**src/design/arpc_pkg.sv**
```systemverilog
`default_nettype none

package arpc_pkg;

    // Operation codes carried by i_op
    typedef enum logic [2:0] {
        OP_LOOKUP = 3'd0,
        OP_INSERT = 3'd1,
        OP_QUEUE  = 3'd2,
        OP_REMOVE = 3'd3,
        OP_TICK   = 3'd4,
        OP_CLEAR  = 3'd5
    } t_op;

    // Result status codes
    typedef enum logic [3:0] {
        ST_MISS      = 4'd0,
        ST_HIT       = 4'd1,
        ST_INSERTED  = 4'd2,
        ST_FULL      = 4'd3,
        ST_QUEUED    = 4'd4,
        ST_EXISTS    = 4'd5,
        ST_REQ_FULL  = 4'd6,
        ST_REMOVED   = 4'd7,
        ST_ABSENT    = 4'd8,
        ST_SEND      = 4'd9,
        ST_DROPPED   = 4'd10,
        ST_TICK_DONE = 4'd11,
        ST_CLEARED   = 4'd12
    } t_status;

    // Configuration register indexes
    localparam int unsigned CFG_IDX_W  = 2;
    localparam int unsigned CFG_DATA_W = 16;
    typedef enum logic [CFG_IDX_W-1:0] {
        CFG_TIMEOUT   = 2'd0,
        CFG_MAX_SENDS = 2'd1
    } t_cfg_idx;

    localparam logic [15:0] TIMEOUT_RST   = 16'd30;
    localparam logic [3:0]  MAX_SENDS_RST = 4'd5;
    localparam logic [15:0] AGE_MAX       = 16'hFFFF;

    // Cache entry as stored in the entry RAM
    typedef struct packed {
        logic [31:0] ip;
        logic [47:0] mac;
        logic [15:0] age;
    } t_entry;

    // Pending request as stored in the request RAM
    typedef struct packed {
        logic [31:0] ip;
        logic [3:0]  sends;
    } t_req;

    // One result transaction
    typedef struct packed {
        t_status     status;
        logic [31:0] target_ip;
        logic [47:0] found_mac;
        logic        pending_found;
        logic        last;
    } t_result;

    // Shared compare unit outputs
    typedef struct packed {
        logic        ip_eq;
        logic [15:0] age_next;
        logic        age_keep;
        logic        send_drop;
        logic [3:0]  sends_next;
    } t_alu_res;

    // Sequencer states
    typedef enum logic [4:0] {
        S_IDLE,
        S_L_RD,
        S_L_CMP,
        S_F_RD,
        S_F_CMP,
        S_F_END,
        S_SH_RD,
        S_SH_WR,
        S_T_RD,
        S_T_CMP,
        S_W_RD,
        S_W_CMP,
        S_EMIT
    } t_state;

endpackage

`default_nettype wire

```
**src/design/arpc_ram.sv**
```systemverilog
`default_nettype none

// Simple dual-port RAM: one write port, one registered read port
module arpc_ram #(
    parameter int unsigned WIDTH = 8,
    parameter int unsigned DEPTH = 2,
    parameter int unsigned AW    = 1
) (
    input  wire logic             i_clk,
    input  wire logic             i_we,
    input  wire logic [AW-1:0]    i_waddr,
    input  wire logic [WIDTH-1:0] i_wdata,
    input  wire logic [AW-1:0]    i_raddr,
    output logic      [WIDTH-1:0] o_rdata
);

    logic [WIDTH-1:0] r_mem [DEPTH];

    always_ff @(posedge i_clk) begin
        if (i_we) begin
            r_mem[i_waddr] <= i_wdata;
        end
        o_rdata <= r_mem[i_raddr];
    end

endmodule

`default_nettype wire

```
**src/design/arpc_alu.sv**
```systemverilog
`default_nettype none

// Shared compare unit: IP match, saturating age step against the timeout,
// send count check against max_sends
module arpc_alu (
    input  wire logic [31:0]       i_key,
    input  wire logic [31:0]       i_cand_ip,
    input  wire logic [15:0]       i_age,
    input  wire logic [15:0]       i_timeout,
    input  wire logic [3:0]        i_sends,
    input  wire logic [3:0]        i_max_sends,
    output arpc_pkg::t_alu_res     o_res
);

    logic [15:0] age_next;

    // saturating age increment
    assign age_next = (i_age == arpc_pkg::AGE_MAX) ? i_age : i_age + 16'd1;

    always_comb begin
        o_res.ip_eq      = (i_key == i_cand_ip);
        o_res.age_next   = age_next;
        o_res.age_keep   = (age_next <= i_timeout);
        o_res.send_drop  = (i_sends >= i_max_sends);
        o_res.sends_next = i_sends + 4'd1;
    end

endmodule

`default_nettype wire

```
**src/design/arp_cache_with_aging_and_retry.sv**
```systemverilog
`default_nettype none

// ARP cache with aging and request retry; one operation at a time, not ready while busy.
// Clear empties both lists at once; lookup scans entries oldest first and stops on a hit;
// insert/queue/remove scan the pending requests and stop when found, and a found remove then
// shifts the later requests down; tick ages every entry, then walks the requests and shifts
// them down on a drop. The sequencer waits while the result register is held.
// Synchronous active-low reset empties both lists and loads timeout 30, max_sends 5.
module arp_cache_with_aging_and_retry #(
    parameter int unsigned CACHE_ENTRIES    = 32,
    parameter int unsigned PENDING_REQUESTS = 8
) (
    input  wire logic                            i_clk,
    input  wire logic                            i_rst_n,
    // operation channel
    input  wire logic                            i_valid,
    output logic                                 o_ready,
    input  wire logic [2:0]                      i_op,
    input  wire logic [31:0]                     i_ip,
    input  wire logic [47:0]                     i_mac,
    // result channel
    output logic                                 o_valid,
    input  wire logic                            i_ready,
    output logic [3:0]                           o_status,
    output logic [31:0]                          o_target_ip,
    output logic [47:0]                          o_found_mac,
    output logic                                 o_pending_found,
    output logic                                 o_last,
    // configuration channel
    input  wire logic                            i_cfg_valid,
    output logic                                 o_cfg_ready,
    input  wire logic [arpc_pkg::CFG_IDX_W-1:0]  i_cfg_index,
    input  wire logic [arpc_pkg::CFG_DATA_W-1:0] i_cfg_data
);

    localparam int unsigned EA_W = (CACHE_ENTRIES > 1) ? $clog2(CACHE_ENTRIES) : 1;
    localparam int unsigned EC_W = $clog2(CACHE_ENTRIES + 1);
    localparam int unsigned RA_W = (PENDING_REQUESTS > 1) ? $clog2(PENDING_REQUESTS) : 1;
    localparam int unsigned RC_W = $clog2(PENDING_REQUESTS + 1);
    localparam int unsigned EW   = $bits(arpc_pkg::t_entry);
    localparam int unsigned RW   = $bits(arpc_pkg::t_req);
    localparam logic [EC_W-1:0] E_FULL = EC_W'(CACHE_ENTRIES);
    localparam logic [RC_W-1:0] R_FULL = RC_W'(PENDING_REQUESTS);

    // sequencer registers
    arpc_pkg::t_state  r_state, n_state;
    arpc_pkg::t_state  r_ret, n_ret;
    arpc_pkg::t_op     r_op, n_op;
    logic [31:0]       r_ip, n_ip;
    logic [47:0]       r_mac, n_mac;
    logic              r_hit, n_hit;
    logic [EC_W-1:0]   r_ecnt, n_ecnt;
    logic [EC_W-1:0]   r_eidx, n_eidx;
    logic [EC_W-1:0]   r_ewr, n_ewr;
    logic [RC_W-1:0]   r_rcnt, n_rcnt;
    logic [RC_W-1:0]   r_ridx, n_ridx;
    arpc_pkg::t_result r_res, n_res;
    arpc_pkg::t_result r_out, n_out;
    logic              r_out_vld, n_out_vld;
    logic [15:0]       r_timeout;
    logic [3:0]        r_max_sends;

    // RAM ports
    logic              ent_we;
    logic [EA_W-1:0]   ent_waddr, ent_raddr;
    arpc_pkg::t_entry  ent_wdata, ent_rdata;
    logic [EW-1:0]     ent_rbits;
    logic              req_we;
    logic [RA_W-1:0]   req_waddr, req_raddr;
    arpc_pkg::t_req    req_wdata, req_rdata;
    logic [RW-1:0]     req_rbits;

    // compare unit
    logic [31:0]        alu_cand_ip;
    arpc_pkg::t_alu_res alu;

    logic              out_free;
    logic [RC_W-1:0]   ridx_inc;

    assign ent_rdata = arpc_pkg::t_entry'(ent_rbits);
    assign req_rdata = arpc_pkg::t_req'(req_rbits);

    arpc_ram #(
        .WIDTH (EW),
        .DEPTH (CACHE_ENTRIES),
        .AW    (EA_W)
    ) u_entry_ram (
        .i_clk   (i_clk),
        .i_we    (ent_we),
        .i_waddr (ent_waddr),
        .i_wdata (EW'(ent_wdata)),
        .i_raddr (ent_raddr),
        .o_rdata (ent_rbits)
    );

    arpc_ram #(
        .WIDTH (RW),
        .DEPTH (PENDING_REQUESTS),
        .AW    (RA_W)
    ) u_req_ram (
        .i_clk   (i_clk),
        .i_we    (req_we),
        .i_waddr (req_waddr),
        .i_wdata (RW'(req_wdata)),
        .i_raddr (req_raddr),
        .o_rdata (req_rbits)
    );

    // entry IP in lookup, request IP elsewhere
    assign alu_cand_ip = (r_state == arpc_pkg::S_L_CMP) ? ent_rdata.ip : req_rdata.ip;

    arpc_alu u_alu (
        .i_key       (r_ip),
        .i_cand_ip   (alu_cand_ip),
        .i_age       (ent_rdata.age),
        .i_timeout   (r_timeout),
        .i_sends     (req_rdata.sends),
        .i_max_sends (r_max_sends),
        .o_res       (alu)
    );

    assign out_free    = !r_out_vld || i_ready;
    assign ridx_inc    = r_ridx + RC_W'(1);
    assign o_ready     = (r_state == arpc_pkg::S_IDLE);
    assign o_cfg_ready = 1'b1;

    // result register outputs
    assign o_valid         = r_out_vld;
    assign o_status        = r_out.status;
    assign o_target_ip     = r_out.target_ip;
    assign o_found_mac     = r_out.found_mac;
    assign o_pending_found = r_out.pending_found;
    assign o_last          = r_out.last;

    // configuration registers
    always_ff @(posedge i_clk) begin
        if (!i_rst_n) begin
            r_timeout   <= arpc_pkg::TIMEOUT_RST;
            r_max_sends <= arpc_pkg::MAX_SENDS_RST;
        end else if (i_cfg_valid) begin
            unique case (i_cfg_index)
                arpc_pkg::CFG_TIMEOUT:   r_timeout   <= i_cfg_data;
                arpc_pkg::CFG_MAX_SENDS: r_max_sends <= i_cfg_data[3:0];
                default: ;
            endcase
        end
    end

    // state and control registers
    always_ff @(posedge i_clk) begin
        if (!i_rst_n) begin
            r_state   <= arpc_pkg::S_IDLE;
            r_ret     <= arpc_pkg::S_IDLE;
            r_ecnt    <= '0;
            r_rcnt    <= '0;
            r_out_vld <= 1'b0;
        end else begin
            r_state   <= n_state;
            r_ret     <= n_ret;
            r_ecnt    <= n_ecnt;
            r_rcnt    <= n_rcnt;
            r_out_vld <= n_out_vld;
        end
    end

    // payload registers
    always_ff @(posedge i_clk) begin
        r_op   <= n_op;
        r_ip   <= n_ip;
        r_mac  <= n_mac;
        r_hit  <= n_hit;
        r_eidx <= n_eidx;
        r_ewr  <= n_ewr;
        r_ridx <= n_ridx;
        r_res  <= n_res;
        r_out  <= n_out;
    end

    // sequencer
    always_comb begin
        n_state   = r_state;
        n_ret     = r_ret;
        n_op      = r_op;
        n_ip      = r_ip;
        n_mac     = r_mac;
        n_hit     = r_hit;
        n_ecnt    = r_ecnt;
        n_eidx    = r_eidx;
        n_ewr     = r_ewr;
        n_rcnt    = r_rcnt;
        n_ridx    = r_ridx;
        n_res     = r_res;
        n_out     = r_out;
        n_out_vld = r_out_vld && !i_ready;

        ent_we    = 1'b0;
        ent_waddr = r_ewr[EA_W-1:0];
        ent_wdata = '0;
        ent_raddr = r_eidx[EA_W-1:0];
        req_we    = 1'b0;
        req_waddr = r_ridx[RA_W-1:0];
        req_wdata = '0;
        req_raddr = r_ridx[RA_W-1:0];

        unique case (r_state)
            arpc_pkg::S_IDLE: begin
                if (i_valid) begin
                    n_op   = arpc_pkg::t_op'(i_op);
                    n_ip   = i_ip;
                    n_mac  = i_mac;
                    n_hit  = 1'b0;
                    n_eidx = '0;
                    n_ewr  = '0;
                    n_ridx = '0;
                    n_ret  = arpc_pkg::S_IDLE;
                    case (arpc_pkg::t_op'(i_op))
                        arpc_pkg::OP_LOOKUP: n_state = arpc_pkg::S_L_RD;
                        arpc_pkg::OP_INSERT,
                        arpc_pkg::OP_QUEUE,
                        arpc_pkg::OP_REMOVE: n_state = arpc_pkg::S_F_RD;
                        arpc_pkg::OP_TICK:   n_state = arpc_pkg::S_T_RD;
                        arpc_pkg::OP_CLEAR: begin
                            n_ecnt  = '0;
                            n_rcnt  = '0;
                            n_res   = '{arpc_pkg::ST_CLEARED, 32'd0, 48'd0, 1'b0, 1'b1};
                            n_state = arpc_pkg::S_EMIT;
                        end
                        default: ;
                    endcase
                end
            end

            // lookup: scan entries oldest first
            arpc_pkg::S_L_RD: begin
                if (r_eidx == r_ecnt) begin
                    n_res   = '{arpc_pkg::ST_MISS, r_ip, 48'd0, 1'b0, 1'b1};
                    n_state = arpc_pkg::S_EMIT;
                end else begin
                    n_state = arpc_pkg::S_L_CMP;
                end
            end
            arpc_pkg::S_L_CMP: begin
                if (alu.ip_eq) begin
                    n_res   = '{arpc_pkg::ST_HIT, r_ip, ent_rdata.mac, 1'b0, 1'b1};
                    n_state = arpc_pkg::S_EMIT;
                end else begin
                    n_eidx  = r_eidx + EC_W'(1);
                    n_state = arpc_pkg::S_L_RD;
                end
            end

            // pending request search
            arpc_pkg::S_F_RD: begin
                if (r_ridx == r_rcnt) begin
                    n_state = arpc_pkg::S_F_END;
                end else begin
                    n_state = arpc_pkg::S_F_CMP;
                end
            end
            arpc_pkg::S_F_CMP: begin
                if (alu.ip_eq) begin
                    n_hit   = 1'b1;
                    n_state = arpc_pkg::S_F_END;
                end else begin
                    n_ridx  = ridx_inc;
                    n_state = arpc_pkg::S_F_RD;
                end
            end
            arpc_pkg::S_F_END: begin
                n_state = arpc_pkg::S_EMIT;
                case (r_op)
                    arpc_pkg::OP_INSERT: begin
                        if (r_ecnt != E_FULL) begin
                            ent_we    = 1'b1;
                            ent_waddr = r_ecnt[EA_W-1:0];
                            ent_wdata = '{r_ip, r_mac, 16'd0};
                            n_ecnt    = r_ecnt + EC_W'(1);
                            n_res     = '{arpc_pkg::ST_INSERTED, r_ip, 48'd0, r_hit, 1'b1};
                        end else begin
                            n_res     = '{arpc_pkg::ST_FULL, r_ip, 48'd0, r_hit, 1'b1};
                        end
                    end
                    arpc_pkg::OP_QUEUE: begin
                        if (r_hit) begin
                            n_res     = '{arpc_pkg::ST_EXISTS, r_ip, 48'd0, 1'b0, 1'b1};
                        end else if (r_rcnt != R_FULL) begin
                            req_we    = 1'b1;
                            req_waddr = r_rcnt[RA_W-1:0];
                            req_wdata = '{r_ip, 4'd0};
                            n_rcnt    = r_rcnt + RC_W'(1);
                            n_res     = '{arpc_pkg::ST_QUEUED, r_ip, 48'd0, 1'b0, 1'b1};
                        end else begin
                            n_res     = '{arpc_pkg::ST_REQ_FULL, r_ip, 48'd0, 1'b0, 1'b1};
                        end
                    end
                    default: begin
                        // remove: close the gap when found
                        if (r_hit) begin
                            n_state = arpc_pkg::S_SH_RD;
                        end else begin
                            n_res   = '{arpc_pkg::ST_ABSENT, r_ip, 48'd0, 1'b0, 1'b1};
                        end
                    end
                endcase
            end

            // shift requests above r_ridx down by one
            arpc_pkg::S_SH_RD: begin
                req_raddr = ridx_inc[RA_W-1:0];
                if (ridx_inc == r_rcnt) begin
                    n_rcnt  = r_rcnt - RC_W'(1);
                    n_ret   = arpc_pkg::S_IDLE;
                    n_state = arpc_pkg::S_EMIT;
                    if (r_op == arpc_pkg::OP_TICK) begin
                        n_res = '{arpc_pkg::ST_TICK_DONE, 32'd0, 48'd0, 1'b0, 1'b1};
                    end else begin
                        n_res = '{arpc_pkg::ST_REMOVED, r_ip, 48'd0, 1'b0, 1'b1};
                    end
                end else begin
                    n_state = arpc_pkg::S_SH_WR;
                end
            end
            arpc_pkg::S_SH_WR: begin
                req_we    = 1'b1;
                req_wdata = req_rdata;
                n_ridx    = ridx_inc;
                n_state   = arpc_pkg::S_SH_RD;
            end

            // tick: age entries and compact survivors
            arpc_pkg::S_T_RD: begin
                if (r_eidx == r_ecnt) begin
                    n_ecnt  = r_ewr;
                    n_ridx  = '0;
                    n_state = arpc_pkg::S_W_RD;
                end else begin
                    n_state = arpc_pkg::S_T_CMP;
                end
            end
            arpc_pkg::S_T_CMP: begin
                if (alu.age_keep) begin
                    ent_we    = 1'b1;
                    ent_wdata = '{ent_rdata.ip, ent_rdata.mac, alu.age_next};
                    n_ewr     = r_ewr + EC_W'(1);
                end
                n_eidx  = r_eidx + EC_W'(1);
                n_state = arpc_pkg::S_T_RD;
            end

            // tick: walk pending requests
            arpc_pkg::S_W_RD: begin
                if (r_ridx == r_rcnt) begin
                    n_res   = '{arpc_pkg::ST_TICK_DONE, 32'd0, 48'd0, 1'b0, 1'b1};
                    n_ret   = arpc_pkg::S_IDLE;
                    n_state = arpc_pkg::S_EMIT;
                end else begin
                    n_state = arpc_pkg::S_W_CMP;
                end
            end
            arpc_pkg::S_W_CMP: begin
                n_state = arpc_pkg::S_EMIT;
                if (alu.send_drop) begin
                    n_res = '{arpc_pkg::ST_DROPPED, req_rdata.ip, 48'd0, 1'b0, 1'b0};
                    n_ret = arpc_pkg::S_SH_RD;
                end else begin
                    req_we    = 1'b1;
                    req_wdata = '{req_rdata.ip, alu.sends_next};
                    n_ridx    = ridx_inc;
                    n_res     = '{arpc_pkg::ST_SEND, req_rdata.ip, 48'd0, 1'b0, 1'b0};
                    n_ret     = arpc_pkg::S_W_RD;
                end
            end

            // hand one result to the output register
            arpc_pkg::S_EMIT: begin
                if (out_free) begin
                    n_out     = r_res;
                    n_out_vld = 1'b1;
                    n_state   = r_ret;
                end
            end

            default: n_state = arpc_pkg::S_IDLE;
        endcase
    end

endmodule

`default_nettype wire
```
**config.mk**
```make
export PLATFORM = sky130hd
export DESIGN_NAME = arp_cache_with_aging_and_retry
export DESIGN_NICKNAME = d
export VERILOG_FILES = /design/src/design/arpc_pkg.sv /design/src/design/arpc_ram.sv /design/src/design/arpc_alu.sv /design/src/design/arp_cache_with_aging_and_retry.sv
export SDC_FILE = /design/constraint.sdc
export NUM_CORES = 2
export LEC_CHECK = 0
export BUFFER_PORTS_ARGS = -buffer_cell sky130_fd_sc_hd__buf_4
export CELL_PAD_IN_SITES_DETAIL_PLACEMENT = 0
export CELL_PAD_IN_SITES_GLOBAL_PLACEMENT = 1
export CORE_MARGIN = 3
export CORE_UTILIZATION = 59
export CTS_BUF_LIST = sky130_fd_sc_hd__clkbuf_8
export DETAILED_ROUTE_END_ITERATION = 12
export PLACE_DENSITY = 0.88
export SKIP_CTS_REPAIR_TIMING = 1
export SYNTH_ARGS = -nofsm -noshare
export SYNTH_HDL_FRONTEND = slang
export SYNTH_SLANG_ARGS = --single-unit
export TNS_END_PERCENT = 20
```
**constraint.sdc**
```tcl
create_clock -name i_clk -period 10.8 [get_ports i_clk]
set_input_delay 1.08 -clock i_clk [delete_from_list [all_inputs] [get_ports i_clk]]
set_output_delay 1.08 -clock i_clk [all_outputs]
set_load 0.02 [all_outputs]
```
==> metrics.cfg <==
[timing]
fin_crit_sh=0.744
drv_slew=0
final.min_clock_period_ns=8.04
worst_pin_slew_ns=1.45
setup-violations-final=0
relSlewSlack=0.0287
rsz0062_at_grt=false
finalHoldViolations=0
hold_ws_ns=0.159
fmax_mhz=124
finalSetupTns_ns=0
fin_worst_skew_ns=0.105

[yosys]
syn_avg_cell_area_um2=23.3
yosysWarnings=0
synth_edf_count=3632
synth_cells=6205
ys_ff_latch=3802
synth_area_um2=144000
seq_area_frac_synth=0.779
synth.net_count=6341
yosysUniqueCellTypes=71
synthArstFlopShare=0
synth_flop_cell=edfxtp_1

[worst_setup_path]
critPathKind=reg2reg
reg2reg_slack_ns=2.76
worstSetupEndpointType=flip-flop
required_ns=11.43
worst_setup_path_start_kind=flip-flop
critPathMaxFanout=48
worstPathArrival_ns=8.67

[global_routing]
antenna_found_initial=12
grt_use_total=0.282
grt_max_degree=155
grt_overflow=0
grt_pass1_vias=72421
grt_pass1_wl_um=508000

[layout]
drive_gt1_frac=0.319
fin_nets=6942
most-common-layout-cells=3632 x edfxtp_1, 1032 x mux4_2, 638 x clkbuf_8
fillers=14216
layout.cells.non_filler=10440
layout_commonest_cell=edfxtp_1
utilization=0.666
areaGrowthSynthToFinish_pct=11.5

[power_and_ir_drop]
total_power_mw=33.3
cellLeakagePower_nw=43.2
powerDensity_nw_per_um2=207
peakVddDrop_mv=0.273

[cts]
clk_latency_ns=1.10
clkSinkCount=3802
clk_pin_slew_ns=0.07
numCtsBuffers=587
clockRootBuffer=clkbuf_8
cts_tree=done
cts.path.max_buffers=4
h-tree-depth=6

[drt]
antenna_left=0
via_count=71141
drt-total-wl_um=351000
wl_per_cell_um=33.6
drt_pass1_iterations=6
vias_per_cell=6.81
drt_iter0_markers=10035
route.detailed.drc=0

[placement]
hpwl_um=180000
place_inst=9401
place_congestion=0.820
port_buffers=193

[status]
status=finished clean

[floorplanning]
dieHeight_um=501
initial_core_util=0.597
num_io_pins=195
rows=180
die_area_um2=251000
die-width_um=501
design.core.area_um2=242000

[run]
cap_violations=0

[min_path]
min_path_type=in2reg

==> worst paths after layout <==
check | endpoint | startpoint | depth (start not counted)
worst max-delay path | u_entry_ram.r_mem[14][81] | u_entry_ram.o_rdata[3] | 17
worst min-delay path | r_mac[8] | i_mac[8] | 1
worst max register to register | u_entry_ram.r_mem[14][81] | u_entry_ram.o_rdata[3] | 17
worst min register to register | o_target_ip[29] | r_res[79] | 0
==> Yosys cell counts (13+ instances only) <==
library cell / count / share of area
mux2_2: 134 / 0.010
edfxtp_1: 3632 / 0.76
clkbuf_1: 245 / 0.0064
buf_1: 44 / 0.0011
buf_2: 27 / 0.00094
a21oi_1: 42 / 0.0015
nor3_1: 28 / 0.00097
nand2_1: 101 / 0.0026
nor2b_1: 25 / 0.0011
dfxtp_1: 170 / 0.024
mux4_2: 1032 / 0.16
a22o_1: 140 / 0.0085
o21ai_0: 33 / 0.0011
xor2_1: 34 / 0.0021
and2_1: 65 / 0.0028
nand4_1: 13 / 0.00056
xnor2_1: 32 / 0.0019
inv_1: 59 / 0.0015
nor2_1: 106 / 0.0028
ha_1: 29 / 0.0025
a31oi_1: 18 / 0.00078
nand3_1: 32 / 0.0011
==> per-stage QoR <==
| stage | cell area [um2] | setup WS, ns |
|---|---|---|
| 2_1_floorplan | 144000 | 2.69 |
| 3_3_place_gp | 150000 | 3.00 |
| 3_5_place_dp | 150000 | 2.93 |
| 4_1_cts | 161000 | 2.86 |
| 5_1_grt | 161000 | 2.49 |
| 6_report | 161000 | 2.76 |
==> per-layer routing <==
layer  vias to the layer above  GRT usage  wire [um]
li1                      27656          -          -
met1                     37152      0.396     125000
met2                      5520      0.442     170000
met3                       805     0.0694      43600
met4                         8     0.0994      12400
met5                         -          0         55
==> state kept, by name (all words and copies together) (netlist names), 16 cells and up <==
register	cells
u_entry_ram.r_mem	3072
r_mac	48
u_entry_ram.o_rdata	96
o_target_ip	32
r_res	86
u_req_ram.o_rdata	36
r_ip	32
o_found_mac	48
u_req_ram.r_mem	288
r_timeout	16
==> worst max-delay path, stage by stage (launching register included) <==
cell and delay [ns]:
dfxtp_1 0.39, and4_1 0.27, nand4_1 0.18, or3_1 0.39, nor3_1 0.71, nor3_1 0.14, xor2_1 0.19, ha_1 0.30
a21o_1 0.16, a21o_1 0.17, a21oi_1 0.12, o21ai_0 0.17, o31ai_4 0.85, buf_4 0.94, a31oi_2 0.64, nor2_4 0.28
buf_4 0.64, buf_4 0.85
==> cell families (layout without fill, tap and decap cells) <==
| logic type | Yosys count | after routing | share of synthesized area |
|---|---|---|---|
| DFF | 3802 | 3802 | 0.779 |
| muxes | 1173 | 1173 | 0.172 |
| and+or+nand+nor | 432 | 432 | 0.0152 |
| buffers and inverters | 379 | 1421 | 0.0102 |
| AOI/OAI and AO/OA | 320 | 320 | 0.0167 |
| xor gates and xnor gates | 68 | 68 | 0.00427 |
| adders and majority gates | 30 | 30 | 0.00265 |
| other | 1 | 9 | 0.0000260 |
==> layout make-up <==
| type | instances | area, um2 | share of cell area |
|---|---|---|---|
| diodes | 8 | 20.0 | 0.000124 |
| clock buffers | 638 | 8780 | 0.0545 |
| clock inverters | 392 | 2020 | 0.0126 |
| inverters | 59 | 224 | 0.00139 |
| multi-input cells | 2024 | 30800 | 0.191 |
| flip-flops and latches | 3802 | 112000 | 0.698 |
| well taps | 3185 | 3990 | 0.0247 |
| repair buffers | 332 | 2700 | 0.0168 |
==> power by group <==
group	total, mW	leakage (nW)	switching, mW	internal, mW
clock	11.1	6.20	5.40	5.73
sequential	16.9	28.1	0.424	16.5
combinational	5.22	8.90	3.00	2.22
No activity file was read; power rests on OpenSTA's default activity.
